===== config.mk =====
export PLATFORM = sky130hd
export DESIGN_NAME = ir_remote_frame_packer_core
export DESIGN_NICKNAME = d
export VERILOG_FILES = /design/src/irfp_pkg.sv /design/src/ir_remote_frame_packer_core.sv
export VERILOG_INCLUDE_DIRS = /design/src /design/src/src
export SDC_FILE = /design/constraint.sdc
export NUM_CORES = 1
export LEC_CHECK = 0
export BUFFER_PORTS_ARGS = -buffer_cell sky130_fd_sc_hd__buf_2
export CAP_MARGIN = 20
export CORE_ASPECT_RATIO = 1.1
export CORE_MARGIN = 2
export CORE_UTILIZATION = 55
export CTS_BUF_LIST = sky130_fd_sc_hd__clkbuf_8
export DETAILED_ROUTE_END_ITERATION = 8
export HOLD_SLACK_MARGIN = 0.1
export PLACE_DENSITY = 0.73
export SLEW_MARGIN = 30
export SYNTH_ARGS = -nofsm -noshare
export SYNTH_HDL_FRONTEND = slang
export SYNTH_SLANG_ARGS = --single-unit

===== constraint.sdc =====
create_clock -name clk_i -period 11.5 [get_ports clk_i]
set_input_delay 1.15 -clock clk_i [delete_from_list [all_inputs] [get_ports clk_i]]
set_output_delay 1.15 -clock clk_i [all_outputs]
set_load 0.005 [all_outputs]

===== src/ir_remote_frame_packer_core_assert.svh =====
// Assertion helpers for the IR frame packer.
`ifndef IR_REMOTE_FRAME_PACKER_CORE_ASSERT_SVH
`define IR_REMOTE_FRAME_PACKER_CORE_ASSERT_SVH
`ifndef SYNTHESIS
`define IRFP_ASSERT(lbl, prop, msg) \
  lbl: assert property (@(posedge clk_i) disable iff (!rst_ni) prop) else $error(msg);
`define IRFP_ASSERT_NEXT(lbl, pre, post, msg) \
  lbl: assert property (@(posedge clk_i) disable iff (!rst_ni) pre |=> post) else $error(msg);
`else
`define IRFP_ASSERT(lbl, prop, msg)
`define IRFP_ASSERT_NEXT(lbl, pre, post, msg)
`endif
`endif


===== src/irfp_pkg.sv =====
`default_nettype none

package irfp_pkg;

  typedef enum logic [1:0] {
    ProtoNec     = 2'd0,
    ProtoAeha    = 2'd1,
    ProtoSony    = 2'd2,
    ProtoUnknown = 2'd3
  } proto_e;

  typedef enum logic [1:0] {
    StOk         = 2'd0,
    StBadPayload = 2'd1,
    StBadParam   = 2'd2
  } status_e;

  typedef struct packed {
    logic [7:0]  data_byte;
    logic [7:0]  byte_index;
    logic        is_status;
    status_e     status;
    proto_e      protocol;
    logic [10:0] send_bits;
    logic [7:0]  repeats;
  } item_t;

  // configuration register indexes
  localparam logic [1:0] CfgNecCode  = 2'd0;
  localparam logic [1:0] CfgAehaCode = 2'd1;
  localparam logic [1:0] CfgSonyCode = 2'd2;

  localparam logic [15:0] AehaMinDataBits = 16'd28;
  localparam logic [15:0] MaxAehaDataBits = 16'd1260;
  localparam logic [8:0]  TxBufferBytes   = 9'd170;
  localparam logic [8:0]  PosLimit        = 9'd511;
  localparam logic [10:0] NecBitCount     = 11'd32;
  localparam logic [10:0] AehaHeaderBits  = 11'd20;

  localparam logic [7:0]  SonyBits12 = 8'd12;
  localparam logic [7:0]  SonyBits15 = 8'd15;
  localparam logic [7:0]  SonyBits20 = 8'd20;
  localparam logic [15:0] SonyMask12 = 16'h001F;
  localparam logic [15:0] SonyMask15 = 16'h00FF;
  localparam logic [15:0] SonyMask20 = 16'h1FFF;

  function automatic logic [3:0] nibble_parity(input logic [15:0] w);
    return w[3:0] ^ w[7:4] ^ w[11:8] ^ w[15:12];
  endfunction

  function automatic item_t mk_data(input logic [7:0] data, input logic [7:0] idx,
                                    input proto_e proto);
    item_t it;
    it            = '0;
    it.data_byte  = data;
    it.byte_index = idx;
    it.status     = StOk;
    it.protocol   = proto;
    return it;
  endfunction

endpackage

`default_nettype wire


===== src/ir_remote_frame_packer_core.sv =====
// IR remote frame packer: NEC / AEHA / SONY transmit buffer bytes plus a closing status.
// Results of an accepted item load the three-entry result bundle, which drains one transfer
// per cycle into the output register while out_stall_i is low. An item leaves 0..3 results;
// a new item is taken once at most one result is left in the bundle and it moves out.
// Reset (rst_ni low, asynchronous): request state and valids clear, format codes
// return to 0 / 1 / 2.
`default_nettype none
`include "ir_remote_frame_packer_core_assert.svh"

module ir_remote_frame_packer_core (
  input  wire logic        clk_i,
  input  wire logic        rst_ni,
  input  wire logic        cfg_we_i,
  input  wire logic [1:0]  cfg_idx_i,
  input  wire logic [7:0]  cfg_data_i,
  input  wire logic        in_valid_i,
  output logic             in_stall_o,
  input  wire logic [7:0]  payload_byte_i,
  input  wire logic        last_byte_i,
  output logic             out_valid_o,
  input  wire logic        out_stall_i,
  output logic [7:0]       data_byte_o,
  output logic [7:0]       byte_index_o,
  output logic             is_status_o,
  output logic [1:0]       status_o,
  output logic [1:0]       protocol_o,
  output logic [10:0]      send_bits_o,
  output logic [7:0]       repeats_o
);

  logic [7:0] nec_code_q, aeha_code_q, sony_code_q;

  logic [8:0]  pos_q, pos_d;
  irfp_pkg::proto_e kind_q, kind_d;
  logic [7:0]  cust_lo_q, cust_lo_d;
  logic [10:0] dbr_q, dbr_d;
  logic [7:0]  dbe_q, dbe_d;
  logic [3:0]  carry_q, carry_d;
  logic [15:0] addr_q, addr_d;
  logic [7:0]  sony_bits_q, sony_bits_d;
  logic        perr_q, perr_d;

  irfp_pkg::item_t bnd_q [3];
  irfp_pkg::item_t bnd_d [3];
  logic [1:0]      bnd_cnt_q, bnd_cnt_d;
  irfp_pkg::item_t out_q, out_d;
  logic            out_valid_q, out_valid_d;

  irfp_pkg::item_t res [3];
  irfp_pkg::item_t dat0, dat1, st_item;
  logic [1:0]      n_data, n_res;
  logic            in_acc, move;

  logic [7:0]  b;
  logic [15:0] req, req_p7;
  logic [8:0]  raw_bytes;
  logic        buf_bad;
  logic [8:0]  aeha_i;
  logic [9:0]  len;
  logic [15:0] sony_mask;
  irfp_pkg::status_e st;
  logic [10:0] bits;
  logic [7:0]  rep;

  // configuration
  always_ff @(posedge clk_i or negedge rst_ni) begin
    if (!rst_ni) begin
      nec_code_q  <= 8'd0;
      aeha_code_q <= 8'd1;
      sony_code_q <= 8'd2;
    end else if (cfg_we_i) begin
      case (cfg_idx_i)
        irfp_pkg::CfgNecCode:  nec_code_q  <= cfg_data_i;
        irfp_pkg::CfgAehaCode: aeha_code_q <= cfg_data_i;
        irfp_pkg::CfgSonyCode: sony_code_q <= cfg_data_i;
        default: ;
      endcase
    end
  end

  // handshake
  assign move       = (bnd_cnt_q != 2'd0) && (!out_valid_q || !out_stall_i);
  assign in_stall_o = (bnd_cnt_q > 2'd1) || ((bnd_cnt_q == 2'd1) && !move);
  assign in_acc     = in_valid_i && !in_stall_o;

  assign b         = payload_byte_i;
  assign req       = {b, dbr_q[7:0]};
  assign req_p7    = req + 16'd7;
  assign raw_bytes = 9'(({1'b0, dbr_q} + 12'd27) >> 3);
  assign buf_bad   = raw_bytes > irfp_pkg::TxBufferBytes;
  assign aeha_i    = pos_q - 9'd5;
  assign len       = {1'b0, pos_q} + 10'd1;

  // per-byte decode and state update
  always_comb begin
    pos_d       = pos_q;
    kind_d      = kind_q;
    cust_lo_d   = cust_lo_q;
    dbr_d       = dbr_q;
    dbe_d       = dbe_q;
    carry_d     = carry_q;
    addr_d      = addr_q;
    sony_bits_d = sony_bits_q;
    perr_d      = perr_q;
    n_data      = 2'd0;
    dat0        = '0;
    dat1        = '0;
    sony_mask   = '0;

    if (pos_q == 9'd0) begin
      if (b == nec_code_q) begin
        kind_d = irfp_pkg::ProtoNec;
      end else if (b == aeha_code_q) begin
        kind_d = irfp_pkg::ProtoAeha;
      end else if (b == sony_code_q) begin
        kind_d = irfp_pkg::ProtoSony;
      end else begin
        kind_d = irfp_pkg::ProtoUnknown;
        perr_d = 1'b1;
      end
    end else begin
      case (kind_q)
        irfp_pkg::ProtoNec: begin
          if (pos_q <= 9'd3) begin
            dat0   = irfp_pkg::mk_data(b, pos_q[7:0] - 8'd1, irfp_pkg::ProtoNec);
            n_data = 2'd1;
          end
          if (pos_q == 9'd3) begin
            dat1   = irfp_pkg::mk_data(~b, 8'd3, irfp_pkg::ProtoNec);
            n_data = 2'd2;
          end
        end
        irfp_pkg::ProtoAeha: begin
          case (pos_q)
            9'd1: begin
              cust_lo_d = b;
              dat0      = irfp_pkg::mk_data(b, 8'd0, irfp_pkg::ProtoAeha);
              n_data    = 2'd1;
            end
            9'd2: begin
              dat0    = irfp_pkg::mk_data(b, 8'd1, irfp_pkg::ProtoAeha);
              n_data  = 2'd1;
              carry_d = irfp_pkg::nibble_parity({b, cust_lo_q});
            end
            9'd3: dbr_d = {3'b000, b};
            9'd4: begin
              if (req < irfp_pkg::AehaMinDataBits || req > irfp_pkg::MaxAehaDataBits) begin
                perr_d = 1'b1;
              end else begin
                dbr_d = req[10:0];
                dbe_d = req_p7[10:3];
              end
            end
            default: begin
              if (!perr_q && !buf_bad && (aeha_i < {1'b0, dbe_q})) begin
                dat0    = irfp_pkg::mk_data({b[3:0], carry_q}, aeha_i[7:0] + 8'd2,
                                            irfp_pkg::ProtoAeha);
                n_data  = 2'd1;
                carry_d = b[7:4];
                // trailing nibble gets a byte of its own when the frame needs it
                if ((({1'b0, aeha_i} + 10'd1) == {2'b00, dbe_q}) &&
                    (raw_bytes >= ({1'b0, dbe_q} + 9'd3))) begin
                  dat1   = irfp_pkg::mk_data({4'h0, b[7:4]}, aeha_i[7:0] + 8'd3,
                                             irfp_pkg::ProtoAeha);
                  n_data = 2'd2;
                end
              end
            end
          endcase
        end
        irfp_pkg::ProtoSony: begin
          case (pos_q)
            9'd1: addr_d = {8'h00, b};
            9'd2: begin
              addr_d = {b, addr_q[7:0]};
              dat0   = irfp_pkg::mk_data(addr_d[8:1], 8'd1, irfp_pkg::ProtoSony);
              dat1   = irfp_pkg::mk_data({1'b0, addr_d[15:9]}, 8'd2, irfp_pkg::ProtoSony);
              n_data = 2'd2;
            end
            9'd3: begin
              dat0   = irfp_pkg::mk_data({addr_q[0], b[6:0]}, 8'd0, irfp_pkg::ProtoSony);
              n_data = 2'd1;
            end
            9'd4: begin
              sony_bits_d = b;
              case (b)
                irfp_pkg::SonyBits12: sony_mask = irfp_pkg::SonyMask12;
                irfp_pkg::SonyBits15: sony_mask = irfp_pkg::SonyMask15;
                irfp_pkg::SonyBits20: sony_mask = irfp_pkg::SonyMask20;
                default:              perr_d    = 1'b1;
              endcase
              if ((sony_mask != 16'h0000) && ((addr_q & ~sony_mask) != 16'h0000)) begin
                perr_d = 1'b1;
              end
            end
            default: ;
          endcase
        end
        default: ;
      endcase
    end

    // closing status
    st   = irfp_pkg::StOk;
    bits = '0;
    rep  = '0;
    case (kind_d)
      irfp_pkg::ProtoNec: begin
        if ((len != 10'd5) || (b == 8'd0)) st = irfp_pkg::StBadPayload;
        else bits = irfp_pkg::NecBitCount;
      end
      irfp_pkg::ProtoAeha: begin
        if (len < 10'd6) st = irfp_pkg::StBadPayload;
        else if (perr_q) st = irfp_pkg::StBadParam;
        else if (len != ({2'b00, dbe_q} + 10'd6)) st = irfp_pkg::StBadPayload;
        else if ((b == 8'd0) || buf_bad) st = irfp_pkg::StBadParam;
        else bits = dbr_q + irfp_pkg::AehaHeaderBits;
      end
      irfp_pkg::ProtoSony: begin
        if (len != 10'd6) st = irfp_pkg::StBadPayload;
        else if (perr_q) st = irfp_pkg::StBadParam;
        else bits = {3'b000, sony_bits_q};
      end
      default: st = irfp_pkg::StBadParam;
    endcase
    if (st == irfp_pkg::StOk) rep = b;
    else bits = '0;

    st_item           = '0;
    st_item.is_status = 1'b1;
    st_item.status    = st;
    st_item.protocol  = kind_d;
    st_item.send_bits = bits;
    st_item.repeats   = rep;

    res[0] = dat0;
    res[1] = dat1;
    res[2] = '0;
    n_res  = n_data;

    if (last_byte_i) begin
      case (n_data)
        2'd0:    res[0] = st_item;
        2'd1:    res[1] = st_item;
        default: res[2] = st_item;
      endcase
      n_res       = n_data + 2'd1;
      pos_d       = '0;
      kind_d      = irfp_pkg::ProtoNec;
      cust_lo_d   = '0;
      dbr_d       = '0;
      dbe_d       = '0;
      carry_d     = '0;
      addr_d      = '0;
      sony_bits_d = '0;
      perr_d      = 1'b0;
    end else begin
      pos_d = (pos_q < irfp_pkg::PosLimit) ? pos_q + 9'd1 : irfp_pkg::PosLimit;
    end
  end

  always_ff @(posedge clk_i or negedge rst_ni) begin
    if (!rst_ni) begin
      pos_q       <= '0;
      kind_q      <= irfp_pkg::ProtoNec;
      cust_lo_q   <= '0;
      dbr_q       <= '0;
      dbe_q       <= '0;
      carry_q     <= '0;
      addr_q      <= '0;
      sony_bits_q <= '0;
      perr_q      <= 1'b0;
    end else if (in_acc) begin
      pos_q       <= pos_d;
      kind_q      <= kind_d;
      cust_lo_q   <= cust_lo_d;
      dbr_q       <= dbr_d;
      dbe_q       <= dbe_d;
      carry_q     <= carry_d;
      addr_q      <= addr_d;
      sony_bits_q <= sony_bits_d;
      perr_q      <= perr_d;
    end
  end

  // result bundle: load on accept, advance one entry per move
  always_comb begin
    bnd_d       = bnd_q;
    bnd_cnt_d   = bnd_cnt_q;
    out_d       = out_q;
    out_valid_d = out_valid_q;
    if (move) begin
      out_d       = bnd_q[0];
      out_valid_d = 1'b1;
      bnd_d[0]    = bnd_q[1];
      bnd_d[1]    = bnd_q[2];
      bnd_cnt_d   = bnd_cnt_q - 2'd1;
    end else if (out_valid_q && !out_stall_i) begin
      out_valid_d = 1'b0;
    end
    if (in_acc) begin
      bnd_d     = res;
      bnd_cnt_d = n_res;
    end
  end

  always_ff @(posedge clk_i or negedge rst_ni) begin
    if (!rst_ni) begin
      bnd_cnt_q   <= '0;
      out_valid_q <= 1'b0;
    end else begin
      bnd_cnt_q   <= bnd_cnt_d;
      out_valid_q <= out_valid_d;
    end
  end

  always_ff @(posedge clk_i) begin
    bnd_q <= bnd_d;
    out_q <= out_d;
  end

  assign out_valid_o  = out_valid_q;
  assign data_byte_o  = out_q.data_byte;
  assign byte_index_o = out_q.byte_index;
  assign is_status_o  = out_q.is_status;
  assign status_o     = out_q.status;
  assign protocol_o   = out_q.protocol;
  assign send_bits_o  = out_q.send_bits;
  assign repeats_o    = out_q.repeats;

  `IRFP_ASSERT(a_status_no_data, (out_valid_q && out_q.is_status |-> out_q.data_byte == 8'd0 && out_q.byte_index == 8'd0), "status transfer carries buffer data")
  `IRFP_ASSERT(a_error_no_counts, (out_valid_q && out_q.is_status && out_q.status != irfp_pkg::StOk |-> out_q.send_bits == 11'd0 && out_q.repeats == 8'd0), "failed request reports counts")
  `IRFP_ASSERT_NEXT(a_last_clears, in_acc && last_byte_i, (pos_q == 9'd0 && !perr_q), "request state not cleared after last byte")
  `IRFP_ASSERT_NEXT(a_move_fills_out, move, out_valid_q, "bundle entry lost on its way to the output")

endmodule

`default_nettype wire


==> out/results.ini <==
[global_routing]
grt_max_degree=81
grt_pass1_vias=9350
grt_use_total=0.261
grt_overflow=0
grt_pass1_wl_um=51300
antenna_found_initial=0

[worst_setup_path]
crit_chain=inv_1 > ha_1 > o21ai_0 > nand2_1 > nand2_1 > xnor2_1 > ha_1 > o21a_1 > nor2_1 > or3b_2 > a2111oi_0 > a2111o_1 > nand3_2 > nor3_4 > o21ai_0 > ha_1 > nand2_1 > nor2_1 > a32o_1
endpoint_kind=flip-flop
slowest_delay_ns=0.57
critPathKind=reg2reg
slowest_stage=dfrtp_1
startpoint_type=flip-flop
r2r-start=dbr_q[3]
cp.required_ns=11.79
crit_arrival_ns=5.79
critical_path.max_fanout=15
setup.worst_path.start=dbr_q[3]

[outcome]
status=complete, no violations

[detailed_routing]
drt_pass1_iterations=8
totalWireLength_um=32400
wire_per_inst_um=20.1
routed-via-count=9858
route.antenna.remaining_nets=0
viasPerCell=6.12
drt_iter0_markers=1120
drc=0

[clocking]
ctsResizeCount=0
cts_sinks=238
post-cts-setup-buffers=0
clockBufferDepth=3
cts_made_buffers=38
cts_tree=yes
ctsRootBufferMaster=clkbuf_8
clk_pin_slew_ns=0.06
cts.htree.levels=2
clk_latency_ns=0.54
ctsHoldBuffers=0

[power]
swShare=0.409
pwr-share-clk=0.172
power.density_nw_per_um2=291
power_mw=4.19
ir_drop_v=0.000121
comb_power_share=0.452
pwr-share-seq=0.376
internal_power_mw=2.48
power.switching_mw=1.72
power_leakage_nw=5.70

[logic_synthesis]
synth_common_cells=144 x edfxtp_1, 143 x nand2_1, 103 x nor2_1
yosysTopAreaCell=edfxtp_1
ys_ff_latch=238
syn_area_per_cell_um2=10.5
ys.flop_type=edfxtp_1
mappedNetlistNets=1307
synth_top_area_frac=0.329
ys_types=84
async_reset_ff_frac=0.395
syn_inst=1245
yosysSeqAreaShare=0.509
ys_warn_count=0
synth_edf_count=144
synth.most_common_cell=edfxtp_1
ys_top_cells_by_area=edfxtp_1 33%, dfrtp_1 18%, xnor2_1 4.3%
syn_area_um2=13100

[finish]
multi_input_area_um2=6000
final_nets=1340
area_growth_pct=9.59
seq_area_um2=6680
drive_gt1_frac=0.165
nFillCells=1948
fin_util=0.611
layout.cells.non_filler=1612
final_area_um2=14400
diodes=0

[place]
place.gp.congestion=0.953
place_area_um2=13600
port_buffers=65
dp.cells=1542
dpl.hpwl_um=22200

[job]
cap_violations=0

[timing]
setup_viol=0
fin_tns_setup_ns=0
worstMarginPinSlew_ns=0.969
fin_skew_ns=0.0177
min_period_ns=5.50
max_freq_mhz=182
slew_headroom=0.352
rsz0062_at_grt=false
hold_viol_final=0
fin_crit_sh=0.478
slew_viol_final=0

[hold_path]
min-delay-path-class=reg2reg
min_from=bnd_q[93]

[floorplan]
initial_core_util=0.558
dieArea_um2=25100
fp.dieW_um=151
ioPinCount=66
dieHeight_um=166
core_um2=23500
placementRows=59

[cell type report]
type	count	area share
Clock buffer	43	0.0411
Clock inverter	26	0.0115
Inverter	34	0.00887
Multi-Input combinational cell	889	0.417
Sequential cell	238	0.464
Tap cell	305	0.0265
Timing Repair Buffer	77	0.0307
[final timing paths]
kind,endpoint,slack [ns],cells past startpoint
max in group asynchronous,bnd_cnt_q[1],10.02,2
min in group asynchronous,aeha_code_q[4],0.51,1
max reg2reg,bnd_q[45],6.00,19
max,bnd_q[45],6.00,19
min,send_bits_o[5],0.42,0
min reg2reg,send_bits_o[5],0.42,0
[layer usage]
metal | part of all wire | GRT usage | vias up | wire length (um)
met2 | 0.46 | 0.397 | 402 | 14900
met5 | 0 | 0 | - | 0
met3 | 0.082 | 0.0503 | 73 | 2670
li1 | - | - | 4597 | -
met1 | 0.43 | 0.380 | 4786 | 14000
met4 | 0.027 | 0.0784 | 0 | 883
[critical path, delay by kind of cell (launching register included)]
family	cells	cell delay, ns
adder cells (fa/ha/maj)	3	0.80
XOR/XNOR	1	0.07
flip-flops	1	0.57
AO/OA/AOI/OAI	6	1.59
buffers and inverters	1	0.16
AND/OR/NAND/NOR	8	2.07
[through the flow]
step / setup WS [ns] / hold slack (ns)
after global routing: 5.54 / 0.418
after CTS: 6.10 / 0.415
after floorplan: 5.35 / 0.400
after detailed placement: 6.14 / 0.405
after global placement: 6.32 / 0.400
final: 6.00 / 0.416
[registers in the layout, summed over array words and instances, names as in the netlist, 2 cells and up]
register,flops
addr_q,16
aeha_code_q,8
bnd_cnt_q,2
bnd_q,104
byte_index_o,8
carry_q,4
cust_lo_q,8
data_byte_o,8
dbe_q,8
dbr_q,11
kind_q,2
nec_code_q,8
pos_q,9
protocol_o,2
repeats_o,8
send_bits_o,11
sony_bits_q,8
sony_code_q,8
status_o,2
[cells by family after synthesis]
logic type,share of synthesized area
AO/OA/AOI/OAI,0.144
XOR/XNOR,0.0723
adder cells (fa/ha/maj),0.0362
buffers and inverters,0.0364
flip-flops,0.509
multiplexers,0.0435
AND/OR/NAND/NOR,0.158
[placed cells by master, fill, tap and decap left out, types with 16 or more instances in the layout]
cell type / count
a21oi_1: 46
o31ai_1: 26
nor3_1: 20
a32o_1: 16
edfxtp_1: 144
nand3_1: 24
xnor2_1: 64
mux2_2: 49
nor2_1: 103
ha_1: 38
buf_2: 64
o21ai_0: 68
clkbuf_8: 43
dfrtp_1: 92
inv_1: 43
nand2_1: 142
xor2_1: 40
and3_1: 21
[power by group through the flow]
| stage | registers [mW] | logic, mW | clock network [mW] |
|---|---|---|---|
| floorplan | 1.52 | 1.40 | 0 |
| global placement | 1.57 | 1.82 | 0 |
| detailed placement | 1.59 | 1.85 | 0 |
| CTS | 1.58 | 1.86 | 0.737 |
| global route | 1.62 | 2.09 | 0.773 |
| finish | 1.57 | 1.90 | 0.722 |
(Power assumes the default switching activity.)
